<file path="src/pti_pkg.sv">
// ----------------------------------------------------------------------------
// pti_pkg
// Shared types, sizes and codes of the piecewise-linear table interpolator.
// ----------------------------------------------------------------------------
package pti_pkg;

    localparam int NUM_TABLES = 16;
    localparam int MAX_POINTS = 32;

    localparam int DEPTH  = NUM_TABLES * MAX_POINTS;
    localparam int ADDR_W = (DEPTH > 1) ? $clog2(DEPTH) : 1;
    localparam int TBL_W  = (NUM_TABLES > 1) ? $clog2(NUM_TABLES) : 1;
    localparam int IDX_W  = $clog2(MAX_POINTS);
    localparam int CNT_W  = $clog2(MAX_POINTS + 1);
    localparam int TID_W  = 4;
    localparam int VAL_W  = 32;
    localparam int DCNT_W = 5;

    localparam logic [1:0] OP_APPEND = 2'd0;
    localparam logic [1:0] OP_CLEAR  = 2'd1;
    localparam logic [1:0] OP_QUERY  = 2'd2;
    localparam logic [1:0] OP_LAST   = 2'd3;

    localparam logic [1:0] ST_OK    = 2'd0;
    localparam logic [1:0] ST_EMPTY = 2'd1;
    localparam logic [1:0] ST_FULL  = 2'd2;

    typedef struct packed {
        logic signed [VAL_W-1:0] d;
        logic [VAL_W-1:0]        c;
        logic [VAL_W-1:0]        g;
    } point_t;

    localparam int POINT_W = $bits(point_t);

    typedef enum logic [1:0] {
        ADDR_WR,
        ADDR_LASTPT,
        ADDR_FIRSTPT,
        ADDR_IDX
    } addr_sel_t;

    typedef enum logic [2:0] {
        RES_ZERO,
        RES_EMPTY,
        RES_FULL,
        RES_RAM,
        RES_FIRST,
        RES_LERP
    } res_sel_t;

    typedef struct packed {
        logic      latch;
        logic      ram_we;
        logic      ram_re;
        addr_sel_t addr_sel;
        logic      cnt_inc;
        logic      cnt_clr;
        logic      idx_init;
        logic      idx_inc;
        logic      cap_first;
        logic      cap_prev;
        logic      cap_cur;
        logic      half;
        logic      mul_go;
        logic      div_init;
        logic      div_step;
        logic      lerp_save;
        logic      res_go;
        res_sel_t  res_sel;
    } pti_cmd_t;

    typedef struct packed {
        logic [1:0] op;
        logic       absent;
        logic       n_zero;
        logic       n_one;
        logic       n_full;
        logic       neg;
        logic       bracket;
        logic       last_idx;
        logic       at_first;
        logic       div_last;
    } pti_stat_t;

endpackage

</file>
<file path="src/pti_ctrl.sv">
// ----------------------------------------------------------------------------
// pti_ctrl
// Sequencer: decodes a command word, walks the table and, on a bracket, runs two interpolations.
// ----------------------------------------------------------------------------
module pti_ctrl (
    input  logic              clk,
    input  logic              rst_n,
    input  logic              start,
    output logic              busy,
    input  pti_pkg::pti_stat_t stat,
    output pti_pkg::pti_cmd_t  cmd
);

    typedef enum logic [3:0] {
        S_IDLE,
        S_DECODE,
        S_PT_WAIT,
        S_FIRST_WAIT,
        S_SRCH_RD,
        S_SRCH_CHK,
        S_MUL,
        S_DINIT,
        S_DIV,
        S_FIN
    } state_t;

    state_t state_reg, state_next;
    logic   half_reg, half_next;

    always_ff @(posedge clk or negedge rst_n)
    begin
        if (!rst_n)
        begin
            state_reg <= S_IDLE;
            half_reg  <= 1'b0;
        end
        else
        begin
            state_reg <= state_next;
            half_reg  <= half_next;
        end
    end

    assign busy = (state_reg != S_IDLE);

    always_comb
    begin
        state_next = state_reg;
        half_next  = half_reg;
        cmd        = '0;
        cmd.half   = half_reg;
        unique case (state_reg)
            S_IDLE:
            begin
                if (start)
                begin
                    cmd.latch  = 1'b1;
                    state_next = S_DECODE;
                end
            end
            S_DECODE:
            begin
                state_next = S_IDLE;
                if (stat.absent)
                begin
                    cmd.res_go  = 1'b1;
                    cmd.res_sel = pti_pkg::RES_EMPTY;
                end
                else if (stat.op == pti_pkg::OP_APPEND)
                begin
                    cmd.res_go = 1'b1;
                    if (stat.n_full)
                    begin
                        cmd.res_sel = pti_pkg::RES_FULL;
                    end
                    else
                    begin
                        cmd.ram_we   = 1'b1;
                        cmd.addr_sel = pti_pkg::ADDR_WR;
                        cmd.cnt_inc  = 1'b1;
                        cmd.res_sel  = pti_pkg::RES_ZERO;
                    end
                end
                else if (stat.op == pti_pkg::OP_CLEAR)
                begin
                    cmd.cnt_clr = 1'b1;
                    cmd.res_go  = 1'b1;
                    cmd.res_sel = pti_pkg::RES_ZERO;
                end
                else if (stat.n_zero)
                begin
                    cmd.res_go  = 1'b1;
                    cmd.res_sel = pti_pkg::RES_EMPTY;
                end
                else if (stat.op == pti_pkg::OP_LAST || stat.neg || stat.n_one)
                begin
                    // farthest point, negative distance or single point: read the last entry
                    cmd.ram_re   = 1'b1;
                    cmd.addr_sel = pti_pkg::ADDR_LASTPT;
                    state_next   = S_PT_WAIT;
                end
                else
                begin
                    cmd.ram_re   = 1'b1;
                    cmd.addr_sel = pti_pkg::ADDR_FIRSTPT;
                    cmd.idx_init = 1'b1;
                    state_next   = S_FIRST_WAIT;
                end
            end
            S_PT_WAIT:
            begin
                cmd.res_go  = 1'b1;
                cmd.res_sel = pti_pkg::RES_RAM;
                state_next  = S_IDLE;
            end
            S_FIRST_WAIT:
            begin
                cmd.cap_first = 1'b1;
                state_next    = S_SRCH_RD;
            end
            S_SRCH_RD:
            begin
                cmd.ram_re   = 1'b1;
                cmd.addr_sel = pti_pkg::ADDR_IDX;
                state_next   = S_SRCH_CHK;
            end
            S_SRCH_CHK:
            begin
                if (stat.bracket)
                begin
                    cmd.cap_cur = 1'b1;
                    half_next   = 1'b0;
                    state_next  = S_MUL;
                end
                else if (stat.last_idx)
                begin
                    // no bracket: clamp to first or last point
                    cmd.res_go  = 1'b1;
                    cmd.res_sel = stat.at_first ? pti_pkg::RES_FIRST : pti_pkg::RES_RAM;
                    state_next  = S_IDLE;
                end
                else
                begin
                    cmd.cap_prev = 1'b1;
                    cmd.idx_inc  = 1'b1;
                    state_next   = S_SRCH_RD;
                end
            end
            S_MUL:
            begin
                cmd.mul_go = 1'b1;
                state_next = S_DINIT;
            end
            S_DINIT:
            begin
                cmd.div_init = 1'b1;
                state_next   = S_DIV;
            end
            S_DIV:
            begin
                cmd.div_step = 1'b1;
                if (stat.div_last)
                begin
                    state_next = S_FIN;
                end
            end
            S_FIN:
            begin
                cmd.lerp_save = 1'b1;
                if (half_reg)
                begin
                    cmd.res_go  = 1'b1;
                    cmd.res_sel = pti_pkg::RES_LERP;
                    state_next  = S_IDLE;
                end
                else
                begin
                    half_next  = 1'b1;
                    state_next = S_MUL;
                end
            end
            default:
            begin
                state_next = S_IDLE;
            end
        endcase
    end

endmodule

</file>
<file path="config.mk">
export PLATFORM = sky130hd
export DESIGN_NAME = pti_ctrl
export DESIGN_NICKNAME = d
export VERILOG_FILES = /design/src/pti_pkg.sv /design/src/pti_ctrl.sv
export SDC_FILE = /design/constraint.sdc
export NUM_CORES = 1
export LEC_CHECK = 0
export BUFFER_PORTS_ARGS = -buffer_cell sky130_fd_sc_hd__buf_2
export CORE_MARGIN = 4
export CORE_UTILIZATION = 42
export CTS_CLUSTER_SIZE = 14
export DETAILED_ROUTE_END_ITERATION = 8
export PLACE_DENSITY_LB_ADDON = 0.12
export SETUP_SLACK_MARGIN = 0.05
export SKIP_CTS_REPAIR_TIMING = 1
export SYNTH_ARGS = -nofsm -noshare
export SYNTH_HDL_FRONTEND = slang
export SYNTH_SLANG_ARGS = --single-unit
</file>
<file path="constraint.sdc">
create_clock -name clk -period 1.85 [get_ports clk]
set_input_delay 0 -clock clk [delete_from_list [all_inputs] [get_ports clk]]
set_output_delay 0 -clock clk [all_outputs]
set_load 0.05 [all_outputs]
</file>
==> Yosys cells after proc, flatten, opt, wreduce, memory -nomap -nowiden <==
Index checks and enable logic that the tools add are counted.
{ "word_totals": {"reg_bits": 5, "in_bits": 14, "out_inout_bits": 22, "word_cells": 77} }
{ "classes": {"n_eq_ne": 14, "mux": 53, "reduce_logical": 8} }
{ "ops": {"columns": ["operator", "n"], "rows": [
  ["2-to-1 mux 4 bit", 14],
  ["one-hot mux 4 bit (9 select lines)", 1],
  ["2-to-1 mux 1 bit", 23],
  ["2-to-1 mux 3 bit", 6],
  ["== test 4 x 3 -> 1 bit (second input constant)", 4],
  ["one-hot mux 4 bit (4 select lines)", 1],
  ["2-to-1 mux 2 bit", 5],
  ["== test 4 x 2 -> 1 bit (second input constant)", 2],
  ["== test 4 bit (second input constant)", 2],
  ["2-to-1 mux 7 bit", 1],
  ["!= test 2 bit (second input constant)", 3],
  ["one-hot mux 3 bit (2 select lines)", 1],
  ["== test 4 x 1 -> 1 bit (second input constant)", 1],
  ["zero test 4 bit", 1],
  ["AND reduction 2 bit", 2],
  ["nonzero test 4 bit", 1],
  ["== test 2 x 1 -> 1 bit (second input constant)", 1],
  ["== test 2 bit (second input constant)", 1],
  ["zero test 2 bit", 1],
  ["logical OR 1 bit", 2],
  ["one-hot mux 1 bit (2 select lines)", 1],
  ["nonzero test 2 bit", 1]
]} }

==> Logic depth before layout (Yosys ltp) <==
{ "logic_depth": {"depth_word": 9, "mapped_depth": 5, "depth_no_buf": 3} }

==> Least setup slack after synthesis <==
No wires, ideal clock.
{ "synth_path": {"path_type": "reg2out", "startpoint": "reg state_reg[2]", "endpoint": "out cmd[14] in the netlist's numbering", "t_arrival_ns": 2.671, "required_time_ns": 1.850, "path_slack_ns": -0.821, "stages_incl_launch_ff": 4, "n_path_buf": 1, "path_cell_list": "dfrtp_1 > buf_6 > or4b_4 > nor4b_1"} }
{ "synth_rtl": {"columns": ["element", "line", "text"], "rows": [
  ["start, declared", "pti_ctrl.sv:27", "state_t state_reg, state_next;"],
  ["start signal, assigned", "pti_ctrl.sv:39", "state_reg <= state_next;"],
  ["end, declared", "pti_ctrl.sv:11", "output pti_pkg::pti_cmd_t cmd"]
]} }

==> impl_metrics.toml <==
[synth]
synthArstFlopShare = 1.000
muxShareOfSynthArea = 0
synthCells = 82
netlist_area_um2 = 626.9
synth_edf_count = 0
yosys_most_used_dff = "dfrtp_1"
synth_warnings = 0
synth_nets = 96
yosysUniqueCellTypes = 37
avgSynthCellArea_um2 = 7.645
synth_top_family_by_area = "simple AND/OR/NAND/NOR gates"
yosysSeqAreaShare = 0.1996
synth_compound_area_frac = 0.2295
synth_fa_ha_area_frac = 0
yosys.area_share.xor_xnor = 0
synth-simple-area-share = 0.4591
synth-seq-cells = 5

[clock_tree]
cts_tree = "yes"
numCtsBuffers = 3
htreeDepth = 1
cts_buffer_depth = 2
clk_pin_slew_ns = 0.04
clock_latency_ns = 0.24
cts_root_buf = "clkbuf_4"
cts_sinks = 5

[die]
initial_core_util = 0.4643
ioPinCount = 36
die-area_mm2 = 0.002174
fp.dieH_um = 46.63
die_width_um = 46.63
core_area_mm2 = 0.001350
rows = 13

[setup_path]
cp-start-kind = "flop"
crit_path_max_fanout = 4
critical_path_class = "reg2out"
worst_ep_required_time_ns = 1.85
cp.arrival_ns = 1.78
endpoint_kind = "output port"

[final_layout]
largest_register_ffs = 4
stdcell_count = 136
multi_input_area_um2 = 505.5
register_area_um2 = 125.1
area_delta_synth_final_pct = 52.69
fillers = 115
insertedDiodeCount = 0
drive_gt1_frac = 0.5124
final_nets = 136
final_cell_area_um2 = 957.2

[routing]
wirelength_um = 1950
dr.pass1.iters = 4
first_iter_violations = 8
wl_met2_um = 918
wl_met3_um = 126
m1WireLength_um = 904
drc = 0
ant_nets = 0
routed.top_layer = "met3"
vias_per_cell = 5.471
num_vias = 744
wl_per_cell_um = 14.34

[sta]
rsz0062_at_grt = "yes"
hold_viol_final = 0
worst_slew_pin_slew_ns = 0.3601
fin_crit_sh = 0.9633
period_needed_ns = 1.782
slew_viol_final = 0
finClkSkew_ns = 0.001013
fmax_ghz = 0.5611
relSlewSlack = 0.7595
setup_viol = 0

[global_routing]
grt_use_total = 0.1976
grt_antenna_before_repair = 0
grt_pass1_wl_um = 3084
grt.overflow.total = 0
grt_pass1_vias = 678
grt_max_degree = 14

[place]
dp_hpwl_um = 1532
port-buffer-count = 35
place_congestion = 0.7654
place_area_um2 = 869.6
dp_cells = 131

[outcome]
run_status = "finished clean"

[flow_run]
cap_viol_max_count = 0

[min_path]
hold_path.class = "in2async"

[power]
p_per_area_mw_per_mm2 = 1652
finalPower_uw = 1581
peakVddDrop_mv = 1.479
power.leakage_uw = 0.0005086
## layout by cell type, fill, tap and decap left out, types with 3 or more instances in the layout
| master | instances |
|---|---|
| buf_2 | 28 |
| buf_4 | 11 |
| nor2_1 | 9 |
| a21oi_1 | 6 |
| clkbuf_4 | 6 |
| nand2b_1 | 5 |
| nor2b_1 | 5 |
| nor3_2 | 5 |
| dfrtp_1 | 5 |
| a31oi_1 | 4 |
| nand2_1 | 3 |
| inv_1 | 3 |
## path summary, 6_finish.rpt
check | startpoint | to | slack [ns] | cells after the start
max reg2reg | state_reg[1] | state_reg[1] | 0.43 | 4
max in group asynchronous | rst_n | state_reg[0] | 1.61 | 2
min in group clk | stat[0] | state_reg[0] | 0.14 | 4
min reg2reg | half_reg | half_reg | 0.58 | 1
min | rst_n | half_reg | 0.11 | 2
max | state_reg[3] | cmd[15] | 0.07 | 4
## metal layers
layer / vias up / global-route usage
li1: 386 / -
met1: 330 / 0.2704
met2: 28 / 0.3159
met3: 0 / 0.02734
met4: 0 / 0.06630
met5: - / 0
## kinds of logic after synthesis
group / Yosys count
compound gates: 20
flops: 5
simple gates: 45
buf+inv: 12
## worst max-delay path, stage by stage (launching register included)
cell     delay [ns]
dfrtp_1        0.39
or4b_4         0.59
nor4_4         0.18
and2b_2        0.19
buf_4          0.19
## power breakdown
part	leakage [uW]	internal [uW]	switching (uW)	total [uW]
Sequential	0.0000663	144	35.0	179
Clock	0.0000150	81.5	43.7	125
Combinational	0.000427	408	869	1280
Total	0.000509	633	948	1580
## cell type report
cell class	instances	area share
multi-input cells	65	0.5281
clock buffers	4	0.02745
inverters	3	0.01176
flip-flops and latches	5	0.1307
well taps	15	0.01961
repair buffers	44	0.2824
## metrics by stage
stage,TNS (ns),hold WS [ns],util,setup slack [ns]
finish,0,0.1084,0.7090,0.06783
global route,-0.02670,0.1185,0.7090,-0.01469
CTS,0,-0.4327,0.6636,0.009688
detailed placement,0,-0.1775,0.6441,0.2712
global placement,0,-0.1831,0.6441,0.2844
floorplan,-0.1240,-0.2956,-,-0.1240
## cell usage after synthesis (2+ instances only)
master / instances / share of area
a21oi_1: 6 / 0.048
nand2_1: 3 / 0.018
buf_4: 4 / 0.048
nor2_1: 9 / 0.054
nor2b_1: 6 / 0.060
nor3_1: 5 / 0.040
buf_2: 2 / 0.016
nor4b_1: 2 / 0.028
and3_1: 2 / 0.020
a31oi_1: 4 / 0.040
clkbuf_1: 2 / 0.012
or3_1: 2 / 0.020
dfrtp_1: 5 / 0.20
nand2b_1: 5 / 0.050
inv_1: 3 / 0.018
No activity file was read; power rests on OpenSTA's default activity.
